File: config.mk
export PLATFORM = sky130hd
export DESIGN_NAME = segment_rectangle_intersect_core_flat
export DESIGN_NICKNAME = d
export VERILOG_FILES = /design/src/rtl/sri_pkg.sv /design/src/rtl/sri_in_if.sv /design/src/rtl/sri_out_if.sv /design/src/rtl/sri_prep.sv /design/src/rtl/sri_decide.sv /design/src/rtl/segment_rectangle_intersect_core.sv /design/src/flat_wrapper.sv
export SDC_FILE = /design/constraint.sdc
export NUM_CORES = 2
export LEC_CHECK = 0
export BUFFER_PORTS_ARGS = -buffer_cell sky130_fd_sc_hd__buf_2
export CAP_MARGIN = 10
export CORE_UTILIZATION = 37
export CTS_BUF_LIST = sky130_fd_sc_hd__clkbuf_4
export DETAILED_ROUTE_END_ITERATION = 6
export GPL_TIMING_DRIVEN = 0
export PLACE_DENSITY_LB_ADDON = 0.2
export SKIP_CTS_REPAIR_TIMING = 1
export SLEW_MARGIN = 10
export SYNTH_ARGS = -nofsm -noshare
export SYNTH_HDL_FRONTEND = slang
export SYNTH_HIERARCHICAL = 1
export SYNTH_SLANG_ARGS = --single-unit
File: constraint.sdc
create_clock -name clk -period 26.8 [get_ports clk]
set_clock_uncertainty 0.15 [all_clocks]
set_input_delay 2.68 -clock clk [delete_from_list [all_inputs] [get_ports clk]]
set_output_delay 2.68 -clock clk [all_outputs]
set_load 0.05 [all_outputs]
File: src/rtl/sri_pkg.sv
`default_nettype none
// ----------------------------------------------------------------------------
// sri_pkg: shared types for the segment/rectangle hit test
// Sign flags, the flag bundle between the prepare and decide stages, corner
// indexes and the sign-agreement helpers.
// ----------------------------------------------------------------------------
package sri_pkg;

  localparam int NUM_CORNERS = 4;

  // corner indexes: left/right x, top/bottom y
  localparam int CORNER_00 = 0;
  localparam int CORNER_10 = 1;
  localparam int CORNER_01 = 2;
  localparam int CORNER_11 = 3;

  typedef struct packed {
    logic neg;
    logic zero;
  } sign_t;

  typedef struct packed {
    logic [NUM_CORNERS-1:0] box;
    sign_t rx;
    sign_t ry;
    sign_t dx0;
    sign_t dx1;
    sign_t dy0;
    sign_t dy1;
    sign_t ex0;
    sign_t ex1;
    sign_t ey0;
    sign_t ey1;
    logic  w_nz;
    logic  h_nz;
  } flags_t;

  // product of signs is non-negative
  function automatic logic agree(sign_t a, logic b_neg);
    return a.zero || (a.neg == b_neg);
  endfunction

  // product of signs is non-positive
  function automatic logic oppose(sign_t a, logic b_neg);
    return a.zero || (a.neg != b_neg);
  endfunction

endpackage
`default_nettype wire

File: src/rtl/sri_in_if.sv
`default_nettype none
// ----------------------------------------------------------------------------
// sri_in_if: segment/rectangle pair channel
// Valid/ready channel carrying one segment and one rectangle per transaction.
// ----------------------------------------------------------------------------
interface sri_in_if #(
  parameter int COORD_BITS = 16
);
  logic                         valid;
  logic                         ready;
  logic signed [COORD_BITS-1:0] seg_start_x;
  logic signed [COORD_BITS-1:0] seg_start_y;
  logic signed [COORD_BITS-1:0] seg_end_x;
  logic signed [COORD_BITS-1:0] seg_end_y;
  logic signed [COORD_BITS-1:0] rect_x;
  logic signed [COORD_BITS-1:0] rect_y;
  logic        [COORD_BITS-2:0] rect_width;
  logic        [COORD_BITS-2:0] rect_height;

  modport source (
    output valid, seg_start_x, seg_start_y, seg_end_x, seg_end_y,
           rect_x, rect_y, rect_width, rect_height,
    input  ready
  );

  modport sink (
    input  valid, seg_start_x, seg_start_y, seg_end_x, seg_end_y,
           rect_x, rect_y, rect_width, rect_height,
    output ready
  );
endinterface
`default_nettype wire

File: src/rtl/sri_out_if.sv
`default_nettype none
// ----------------------------------------------------------------------------
// sri_out_if: hit result channel
// Valid/ready channel carrying one hit flag per transaction.
// ----------------------------------------------------------------------------
interface sri_out_if;
  logic valid;
  logic ready;
  logic hit;

  modport source (
    output valid, hit,
    input  ready
  );

  modport sink (
    input  valid, hit,
    output ready
  );
endinterface
`default_nettype wire

File: src/rtl/sri_prep.sv
`default_nettype none
// ----------------------------------------------------------------------------
// sri_prep: input register and product stage
// Registers the incoming pair, then forms the four corner cross-product
// terms and the sign, zero and bounding-box flags into a second register.
// ----------------------------------------------------------------------------
module sri_prep #(
  parameter int COORD_BITS = 16
) (
  input  wire logic                         clk,
  input  wire logic                         rst,
  sri_in_if.sink                            pair,
  input  wire logic                         take,
  output logic                              valid,
  output logic signed [2*COORD_BITS+3:0]    p_rx_dy0,
  output logic signed [2*COORD_BITS+3:0]    p_rx_dy1,
  output logic signed [2*COORD_BITS+3:0]    p_ry_dx0,
  output logic signed [2*COORD_BITS+3:0]    p_ry_dx1,
  output sri_pkg::flags_t                   flags
);

  localparam int DW = COORD_BITS + 2;
  localparam int PW = 2 * DW;

  logic                         in_valid;
  logic                         in_ready;
  logic                         prod_ready;
  logic signed [COORD_BITS-1:0] r_sx;
  logic signed [COORD_BITS-1:0] r_sy;
  logic signed [COORD_BITS-1:0] r_ex;
  logic signed [COORD_BITS-1:0] r_ey;
  logic signed [COORD_BITS-1:0] r_x0;
  logic signed [COORD_BITS-1:0] r_y0;
  logic        [COORD_BITS-2:0] r_w;
  logic        [COORD_BITS-2:0] r_h;

  logic signed [DW-1:0] sx, sy, ex, ey, x0, y0, x1, y1;
  logic signed [DW-1:0] rx, ry, dx0, dx1, dy0, dy1;
  logic signed [DW-1:0] ex0, ex1, ey0, ey1;
  sri_pkg::flags_t      flags_next;

  function automatic logic between(logic signed [DW-1:0] v, logic signed [DW-1:0] a,
                                   logic signed [DW-1:0] b);
    return ((v >= a) && (v <= b)) || ((v >= b) && (v <= a));
  endfunction

  function automatic sri_pkg::sign_t sign_of(logic signed [DW-1:0] v);
    sri_pkg::sign_t s;
    s.neg  = v[DW-1];
    s.zero = (v == '0);
    return s;
  endfunction

  assign prod_ready = !valid || take;
  assign in_ready   = !in_valid || prod_ready;
  assign pair.ready = in_ready;

  // input register
  always_ff @(posedge clk) begin
    if (rst) begin
      in_valid <= 1'b0;
    end else if (in_ready) begin
      in_valid <= pair.valid;
    end
  end

  always_ff @(posedge clk) begin
    if (in_ready && pair.valid) begin
      r_sx <= pair.seg_start_x;
      r_sy <= pair.seg_start_y;
      r_ex <= pair.seg_end_x;
      r_ey <= pair.seg_end_y;
      r_x0 <= pair.rect_x;
      r_y0 <= pair.rect_y;
      r_w  <= pair.rect_width;
      r_h  <= pair.rect_height;
    end
  end

  always_comb begin
    sx  = DW'(r_sx);
    sy  = DW'(r_sy);
    ex  = DW'(r_ex);
    ey  = DW'(r_ey);
    x0  = DW'(r_x0);
    y0  = DW'(r_y0);
    x1  = x0 + signed'(DW'(r_w));
    y1  = y0 + signed'(DW'(r_h));
    rx  = ex - sx;
    ry  = ey - sy;
    dx0 = x0 - sx;
    dx1 = x1 - sx;
    dy0 = y0 - sy;
    dy1 = y1 - sy;
    ex0 = ex - x0;
    ex1 = ex - x1;
    ey0 = ey - y0;
    ey1 = ey - y1;

    flags_next.box[sri_pkg::CORNER_00] = between(x0, sx, ex) && between(y0, sy, ey);
    flags_next.box[sri_pkg::CORNER_10] = between(x1, sx, ex) && between(y0, sy, ey);
    flags_next.box[sri_pkg::CORNER_01] = between(x0, sx, ex) && between(y1, sy, ey);
    flags_next.box[sri_pkg::CORNER_11] = between(x1, sx, ex) && between(y1, sy, ey);
    flags_next.rx   = sign_of(rx);
    flags_next.ry   = sign_of(ry);
    flags_next.dx0  = sign_of(dx0);
    flags_next.dx1  = sign_of(dx1);
    flags_next.dy0  = sign_of(dy0);
    flags_next.dy1  = sign_of(dy1);
    flags_next.ex0  = sign_of(ex0);
    flags_next.ex1  = sign_of(ex1);
    flags_next.ey0  = sign_of(ey0);
    flags_next.ey1  = sign_of(ey1);
    flags_next.w_nz = (r_w != '0);
    flags_next.h_nz = (r_h != '0);
  end

  // product register
  always_ff @(posedge clk) begin
    if (rst) begin
      valid <= 1'b0;
    end else if (prod_ready) begin
      valid <= in_valid;
    end
  end

  always_ff @(posedge clk) begin
    if (prod_ready && in_valid) begin
      p_rx_dy0 <= PW'(rx) * PW'(dy0);
      p_rx_dy1 <= PW'(rx) * PW'(dy1);
      p_ry_dx0 <= PW'(ry) * PW'(dx0);
      p_ry_dx1 <= PW'(ry) * PW'(dx1);
      flags    <= flags_next;
    end
  end

endmodule
`default_nettype wire

File: src/rtl/sri_decide.sv
`default_nettype none
// ----------------------------------------------------------------------------
// sri_decide: cross products, side tests and result register
// Completes the corner cross products, evaluates the corner and four side
// tests by sign comparison and holds the hit flag for the result channel.
// ----------------------------------------------------------------------------
module sri_decide #(
  parameter int COORD_BITS = 16
) (
  input  wire logic                         clk,
  input  wire logic                         rst,
  input  wire logic                         valid,
  input  wire logic signed [2*COORD_BITS+3:0] p_rx_dy0,
  input  wire logic signed [2*COORD_BITS+3:0] p_rx_dy1,
  input  wire logic signed [2*COORD_BITS+3:0] p_ry_dx0,
  input  wire logic signed [2*COORD_BITS+3:0] p_ry_dx1,
  input  wire sri_pkg::flags_t              flags,
  output logic                              take,
  sri_out_if.source                         result
);

  localparam int CW = 2 * COORD_BITS + 5;

  logic signed [CW-1:0] c00, c10, c01, c11;
  sri_pkg::sign_t       s00, s10, s01, s11;
  logic                 corner_hit;
  logic                 side_a, side_b, side_c, side_d;
  logic                 hit_next;

  always_comb begin
    c00 = CW'(p_rx_dy0) - CW'(p_ry_dx0);
    c10 = CW'(p_rx_dy0) - CW'(p_ry_dx1);
    c01 = CW'(p_rx_dy1) - CW'(p_ry_dx0);
    c11 = CW'(p_rx_dy1) - CW'(p_ry_dx1);
    s00 = '{neg: c00[CW-1], zero: (c00 == '0)};
    s10 = '{neg: c10[CW-1], zero: (c10 == '0)};
    s01 = '{neg: c01[CW-1], zero: (c01 == '0)};
    s11 = '{neg: c11[CW-1], zero: (c11 == '0)};

    corner_hit = (flags.box[sri_pkg::CORNER_00] && s00.zero) ||
                 (flags.box[sri_pkg::CORNER_10] && s10.zero) ||
                 (flags.box[sri_pkg::CORNER_01] && s01.zero) ||
                 (flags.box[sri_pkg::CORNER_11] && s11.zero);

    // top side, left to right
    side_a = flags.w_nz && !flags.ry.zero &&
             sri_pkg::agree(flags.dy0, flags.ry.neg) &&
             sri_pkg::agree(flags.ey0, flags.ry.neg) &&
             sri_pkg::agree(s00, flags.ry.neg) &&
             sri_pkg::oppose(s10, flags.ry.neg);
    // right side, downwards
    side_b = flags.h_nz && !flags.rx.zero &&
             sri_pkg::agree(flags.dx1, flags.rx.neg) &&
             sri_pkg::agree(flags.ex1, flags.rx.neg) &&
             sri_pkg::oppose(s10, flags.rx.neg) &&
             sri_pkg::agree(s11, flags.rx.neg);
    // bottom side, right to left
    side_c = flags.w_nz && !flags.ry.zero &&
             sri_pkg::agree(flags.dy1, flags.ry.neg) &&
             sri_pkg::agree(flags.ey1, flags.ry.neg) &&
             sri_pkg::oppose(s11, flags.ry.neg) &&
             sri_pkg::agree(s01, flags.ry.neg);
    // left side, upwards
    side_d = flags.h_nz && !flags.rx.zero &&
             sri_pkg::agree(flags.dx0, flags.rx.neg) &&
             sri_pkg::agree(flags.ex0, flags.rx.neg) &&
             sri_pkg::agree(s01, flags.rx.neg) &&
             sri_pkg::oppose(s00, flags.rx.neg);

    hit_next = corner_hit || side_a || side_b || side_c || side_d;
  end

  assign take = !result.valid || result.ready;

  // result register
  always_ff @(posedge clk) begin
    if (rst) begin
      result.valid <= 1'b0;
    end else if (take) begin
      result.valid <= valid;
    end
  end

  always_ff @(posedge clk) begin
    if (take && valid) begin
      result.hit <= hit_next;
    end
  end

endmodule
`default_nettype wire

File: src/rtl/segment_rectangle_intersect_core.sv
`default_nettype none
// ----------------------------------------------------------------------------
// segment_rectangle_intersect_core: segment versus rectangle hit test
// Pipeline: a pair transaction reaches result valid through the input register,
// the product register and the result register.
// Throughput: one pair per cycle; a waiting result stalls new pairs only
// once the input, product and result registers all hold a transaction.
// Reset: synchronous, clears the three stage valid flags only.
// ----------------------------------------------------------------------------
module segment_rectangle_intersect_core #(
  parameter int COORD_BITS = 16
) (
  input  wire logic clk,
  input  wire logic rst,
  sri_in_if.sink    pair,
  sri_out_if.source result
);

  logic                           prod_valid;
  logic                           take;
  logic signed [2*COORD_BITS+3:0] p_rx_dy0;
  logic signed [2*COORD_BITS+3:0] p_rx_dy1;
  logic signed [2*COORD_BITS+3:0] p_ry_dx0;
  logic signed [2*COORD_BITS+3:0] p_ry_dx1;
  sri_pkg::flags_t                flags;

  sri_prep #(
    .COORD_BITS(COORD_BITS)
  ) u_prep (
    .clk      (clk),
    .rst      (rst),
    .pair     (pair),
    .take     (take),
    .valid    (prod_valid),
    .p_rx_dy0 (p_rx_dy0),
    .p_rx_dy1 (p_rx_dy1),
    .p_ry_dx0 (p_ry_dx0),
    .p_ry_dx1 (p_ry_dx1),
    .flags    (flags)
  );

  sri_decide #(
    .COORD_BITS(COORD_BITS)
  ) u_decide (
    .clk      (clk),
    .rst      (rst),
    .valid    (prod_valid),
    .p_rx_dy0 (p_rx_dy0),
    .p_rx_dy1 (p_rx_dy1),
    .p_ry_dx0 (p_ry_dx0),
    .p_ry_dx1 (p_ry_dx1),
    .flags    (flags),
    .take     (take),
    .result   (result)
  );

endmodule
`default_nettype wire

File: src/flat_wrapper.sv
// flat-port wrapper written by rule: the top's interface ports become plain ports
module segment_rectangle_intersect_core_flat 
#(
  parameter int COORD_BITS = 16
)
  (clk, rst, pair_valid, pair_seg_start_x, pair_seg_start_y, pair_seg_end_x, pair_seg_end_y, pair_rect_x, pair_rect_y, pair_rect_width, pair_rect_height, pair_ready, result_valid, result_hit, result_ready);
  sri_in_if #(.COORD_BITS(COORD_BITS)) pair_i ();
  sri_out_if result_i ();
  input  wire logic clk;
  input  wire logic rst;
  input wire logic [$bits(pair_i.valid)-1:0] pair_valid;
  input wire logic [$bits(pair_i.seg_start_x)-1:0] pair_seg_start_x;
  input wire logic [$bits(pair_i.seg_start_y)-1:0] pair_seg_start_y;
  input wire logic [$bits(pair_i.seg_end_x)-1:0] pair_seg_end_x;
  input wire logic [$bits(pair_i.seg_end_y)-1:0] pair_seg_end_y;
  input wire logic [$bits(pair_i.rect_x)-1:0] pair_rect_x;
  input wire logic [$bits(pair_i.rect_y)-1:0] pair_rect_y;
  input wire logic [$bits(pair_i.rect_width)-1:0] pair_rect_width;
  input wire logic [$bits(pair_i.rect_height)-1:0] pair_rect_height;
  output wire logic [$bits(pair_i.ready)-1:0] pair_ready;
  output wire logic [$bits(result_i.valid)-1:0] result_valid;
  output wire logic [$bits(result_i.hit)-1:0] result_hit;
  input wire logic [$bits(result_i.ready)-1:0] result_ready;
  assign pair_i.valid = pair_valid;
  assign pair_i.seg_start_x = pair_seg_start_x;
  assign pair_i.seg_start_y = pair_seg_start_y;
  assign pair_i.seg_end_x = pair_seg_end_x;
  assign pair_i.seg_end_y = pair_seg_end_y;
  assign pair_i.rect_x = pair_rect_x;
  assign pair_i.rect_y = pair_rect_y;
  assign pair_i.rect_width = pair_rect_width;
  assign pair_i.rect_height = pair_rect_height;
  assign pair_ready = pair_i.ready;
  assign result_valid = result_i.valid;
  assign result_hit = result_i.hit;
  assign result_i.ready = result_ready;
  segment_rectangle_intersect_core #(.COORD_BITS(COORD_BITS)) u_core (.clk(clk), .rst(rst), .pair(pair_i), .result(result_i));
endmodule
Word level (Yosys, flattened, before mapping)
Cells that the tools add are included.
Storage, ports and cells
  register bits after elaboration: 294
  bits in latches: 0
  memory bits (writable): 0
  bits in read-only memories: 0
  input port bits: 130
  output and inout port bits: 3
  logic and storage cells: 179
  memories kept: 0
Cells by class
  $add $sub $neg: 16
  multipliers: 4
  div/mod/pow operators: 0
  $lt $le $gt $ge: 16
  eq/ne operators: 16
  shifts and indexed selects: 0
  multiplexer cells: 0
  bitwise logic cells: 0
  reduce and logical (&&, ||, !) cells: 88
Operators with widths (count)
  18-bit zero test: 10
  37-bit zero test: 4
  16-bit by 16-bit subtractor with 17-bit output: 6
  17-bit by 18-bit multiplier with 35-bit output: 2
  17-bit by 16-bit greater-or-equal comparator with 1-bit output: 4
  17-bit by 16-bit <= comparator with 1-bit output: 4
  17-bit by 17-bit multiplier with 34-bit output: 2
  16-bit greater-or-equal comparator: 4
  16-bit <= comparator: 4
  1-bit logical AND: 37
  16-bit by 17-bit subtractor with 18-bit output: 2
  17-bit by 16-bit subtractor with 18-bit output: 2
  34-bit by 35-bit subtractor with 36-bit output: 1
  35-bit by 34-bit subtractor with 36-bit output: 1
  35-bit by 35-bit subtractor with 36-bit output: 1
  34-bit by 34-bit subtractor with 35-bit output: 1
  16-bit by 16-bit adder with 17-bit output: 2
  1-bit logical OR: 30
  15-bit nonzero test: 2
  1-bit equality test: 12
  1-bit zero test: 5
  1-bit inequality test: 4

Logic depth before layout (Yosys ltp)
  depth in word-level cells: 10
  gate-level depth with buffers: 42
  depth with buffers taken out: 42

Hierarchy
Netlist, hierarchy kept.
Modules (own cells, without submodules)
  sri_prep: instances 1, cells each 6693, area an instance 62617.6 µm², seq. area each 8748.4 µm²
  sri_decide: instances 1, cells each 1455, area an instance 9435.3 µm², seq. area each 50.0 µm²

Worst setup path after synthesis
OpenSTA, ideal clock, no wires.
  kind: input -> register
  start point: input result_ready
  end point: register u_core/u_prep/flags[0] (netlist name)
  library setup time: 710 ps
  data arrival time: 10143 ps
  required time: 25940 ps
  setup slack: 15797 ps
  cell stages on the path: 3
  buffers on the path: 0
  path through: nand2b_1 nor2b_1 nor2b_1
On the way
  cells in the longest elaborated chain, start to end: 3
RTL lines
  start, declared: RTL line flat_wrapper.sv:23  | input wire logic [$bits(result_i.ready)-1:0] result_ready;
  1-bit logical OR: RTL line sri_decide.sv:73  | assign take = !result.valid || result.ready;
  1-bit logical OR: RTL line sri_prep.sv:54  | assign prod_ready = !valid || take;
  1-bit logical AND: RTL line sri_prep.sv:128  | if (prod_ready && in_valid) begin
No other way between the ends.
A chain may end at the register's enable or synchronous reset.

Worst setup path in the final report
  start point: register u_core.u_prep.r_x0[1]
  end point: register u_core.u_prep.p_ry_dx1[32] (data pin)
On the way
  cells in the longest elaborated chain, start to end: 3
RTL lines
  start, declared: RTL line sri_prep.sv:32  | logic signed [COORD_BITS-1:0] r_x0;
  start signal, assigned: RTL line sri_prep.sv:73  | r_x0 <= pair.rect_x;
  16-bit by 16-bit adder with 17-bit output: RTL line sri_prep.sv:87  | x1 = x0 + signed'(DW'(r_w));
  17-bit by 16-bit subtractor with 18-bit output: RTL line sri_prep.sv:92  | dx1 = x1 - sx;
  17-bit by 18-bit multiplier with 35-bit output: RTL line sri_prep.sv:132  | p_ry_dx1 <= PW'(ry) * PW'(dx1);
  end signal, assigned: RTL line sri_prep.sv:132
  end, declared: RTL line sri_prep.sv:18  | output logic signed [2*COORD_BITS+3:0] p_ry_dx1,
No other way between the ends.

==> metrics.yaml <==
outcome: "completed"
netlist_instances: 8148
finalWorstSetupSlack_ns: 13.93
drv_cap: 0
synth_top_cell_by_area: "fa_1"
slowest_delay_ns: 1.04
firstDrtPassIters: 6
tightest_slew_ns: 1.442
area_growth_pct: 8.189
rsz0062_at_grt: "false"
drive_gt1_share_pct: 5.709
hpwl_um: 227500
boundaryPins: 133
cpMostUsedCell: "fa_1"
track_usage_pct: 27.02
ff_latch_area_mm2: 0.008798
viasPerCell: 5.433
drcViolationCount: 0
min_period_ns: 12.87
clk-insertion-delay-late_ns: 0.98
hold_violations: 0
cts_tree: "done"
io_buffers: 132
arrival_ns: 13.26
h-tree-depth: 3
required_ns: 27.19
antenna_found_initial: 15
syn_area_per_cell_um2: 8.843
nets: 10440
multi_input_area_mm2: 0.05685
syn-cell-area_mm2: 0.07205
drt-total-wl_um: 265900
initial_utilization_pct: 37.34
fillers: 19730
ys_ff_latch: 294
critPathKind: "reg -> reg"
die_y_um: 443.3
ys_seq_area_share_pct: 12.21
numCtsBuffers: 84
clock_sinks: 294
synth_fp_nets: 10180
ant_nets: 0
ys_async_sr_fraction_pct: 0
ys.flop_type: "edfxtp_1"
synth_cell_types: 112
drtIter0Drc: 4510
place_congestion: 0.9892
clk_pin_slew_ns: 0.07
grt_max_degree: 66
crit_slowest_cell: "xnor2_1"
yosysTopAreaCellShare_pct: 33.73
min_path_type: "reg -> reg"
yosysWarnings: 6
place_ws_ns: 14.30
grt_pass1_vias: 60950
synthTopCellsByArea: "fa_1 34%, edfxtp_1 12%, ha_1 12%, inv_1 8.1%, nand2_1 4.6%"
r2r_slack_ns: 13.93
path_max_fanout: 9
synth-edff-count: 291
grt_pass1_wl_um: 392900
maxSlewViolCount: 0
grt_overflow: 0
root_buffer: "clkbuf_4"
vias: 59740
fin_setup_tns_ns: 0
fin_crit_sh_pct: 48.03
worstSetupStartpointType: "flop"
die_area_mm2: 0.1965
clock_path_buffers: 3
core_area_mm2: 0.1930
fp.dieW_um: 443.3
relSlewSlack_pct: 3.193
rows: 161
endpoint_kind: "flop"
detail_route.wl_per_cell_um: 24.18
max_freq_ghz: 0.07768
setup_viol: 0
flip-flops by register name, summed over array words and instances (netlist names), 15 cells and up:
signal	flops
u_core/u_prep/r_h	15
u_core/u_prep/r_ey	16
u_core/u_prep/p_rx_dy0	34
u_core/u_prep/p_rx_dy1	35
u_core/u_prep/r_ex	16
u_core/u_prep/r_sx	16
u_core/u_prep/r_w	15
u_core/u_prep/flags	26
u_core/u_prep/p_ry_dx0	34
u_core/u_prep/r_x0	16
u_core/u_prep/p_ry_dx1	35
u_core/u_prep/r_sy	16
u_core/u_prep/r_y0	16
per-layer routing:
layer	track usage (%)	vias up	wire length [um]
met3	4.665	475	20510
met5	0	-	97
li1	-	26940	-
met4	12.24	14	13920
met1	36.59	29890	115100
met2	42.13	2419	116300
cell families (layout without fill, tap and decap cells):
group	after synthesis	after routing	share of synthesized area, %
simple gates	2372	2372	14.85
fa+ha+maj	1911	1911	45.81
buf+inv	1808	2121	9.518
compound gates	1314	1314	12.05
xor+xnor	416	416	5.098
flops	294	294	12.21
mux	33	33	0.4671
other cells	0	9	0
worst paths after layout:
check,cells past startpoint,startpoint,end
max reg2reg,37,u_core/u_prep/r_x0[1]$_DFFE_PP_,u_core/u_prep/p_ry_dx1[32]$_DFFE_PP_
min,2,u_core/u_prep/valid$_SDFFE_PP0P_,u_core/u_decide/result.valid$_SDFFE_PP0N_
max,37,u_core/u_prep/r_x0[1]$_DFFE_PP_,u_core/u_prep/p_ry_dx1[32]$_DFFE_PP_
min reg2reg,2,u_core/u_prep/valid$_SDFFE_PP0P_,u_core/u_decide/result.valid$_SDFFE_PP0N_
placed cells by master (no fill, tap or decap), drive strengths merged, types with 44 or more instances in the layout:
| cell | count |
|---|---|
| nand2b | 84 |
| nor3 | 109 |
| and2 | 97 |
| edfxtp | 291 |
| nand4 | 95 |
| nand3 | 85 |
| xor2 | 129 |
| nand2 | 877 |
| o21bai | 55 |
| fa | 1214 |
| nor2 | 755 |
| xnor2 | 287 |
| a21oi | 395 |
| ha | 690 |
| clkbuf | 317 |
| buf | 212 |
| o21ai | 245 |
| a21o | 129 |
| nor4 | 44 |
| o21a | 83 |
| a211oi | 58 |
| nor2b | 75 |
| inv | 1557 |
worst max-delay path: cells and delay by family (launching register included):
family                     cells  cell delay (ns)
DFF                            1             0.54
xor gates and xnor gates       3             2.24
buffers and inverters          6             0.75
adders and majority gates      9             4.06
AOI/OAI and AO/OA             15             3.95
and+or+nand+nor                4             0.76
cells in the mapped netlist (10+ instances only):
cell type	number
inv_1	1551
fa_1	1214
nand2_1	877
nor2_1	754
ha_1	690
a21oi_1	389
edfxtp_1	291
xnor2_1	285
o21ai_0	226
clkbuf_1	205
a21o_1	129
xor2_1	127
nor3_1	108
and2_1	96
nand4_1	95
nand3_1	85
nand2b_1	84
o21a_1	83
nor2b_1	75
a211oi_1	57
o21bai_1	55
nor4_1	41
a31oi_1	38
o211ai_1	34
and3_1	31
mux2i_1	28
or3_1	27
buf_2	25
o2111ai_1	24
o31ai_1	23
a211o_1	18
or2_2	18
o22ai_1	17
and4_1	16
a2111oi_0	15
o21ai_1	15
o31a_1	15
o221ai_1	14
or4_1	14
a41oi_1	12
buf_1	12
a221oi_1	10
nand3b_1	10
nor3b_1	10
layout make-up:
class	instances	share of cell area (%)
inverters	1556	7.492
repair buffers	167	1.507
clock inverters	36	0.3387
plain buffers	252	1.305
clock buffers	110	1.059
multi-input cells	6046	72.93
diodes	9	0.02889
flip-flops and latches	294	11.29
well taps	2526	4.054
stage by stage:
stage	util [%]	area, um2	cells	hold slack, ns
after global placement	39.32	75870	10810	0.2868
after global routing	40.39	77940	10990	0.3224
final	40.39	77950	11000	0.3049
after CTS	40.33	77830	10990	0.3082
after detailed placement	39.77	76740	10840	0.2936
after floorplan	-	72050	8148	0.2733
Power is not shown: default switching activity piles up to over one toggle a cycle in this logic, so the estimate is an artifact.
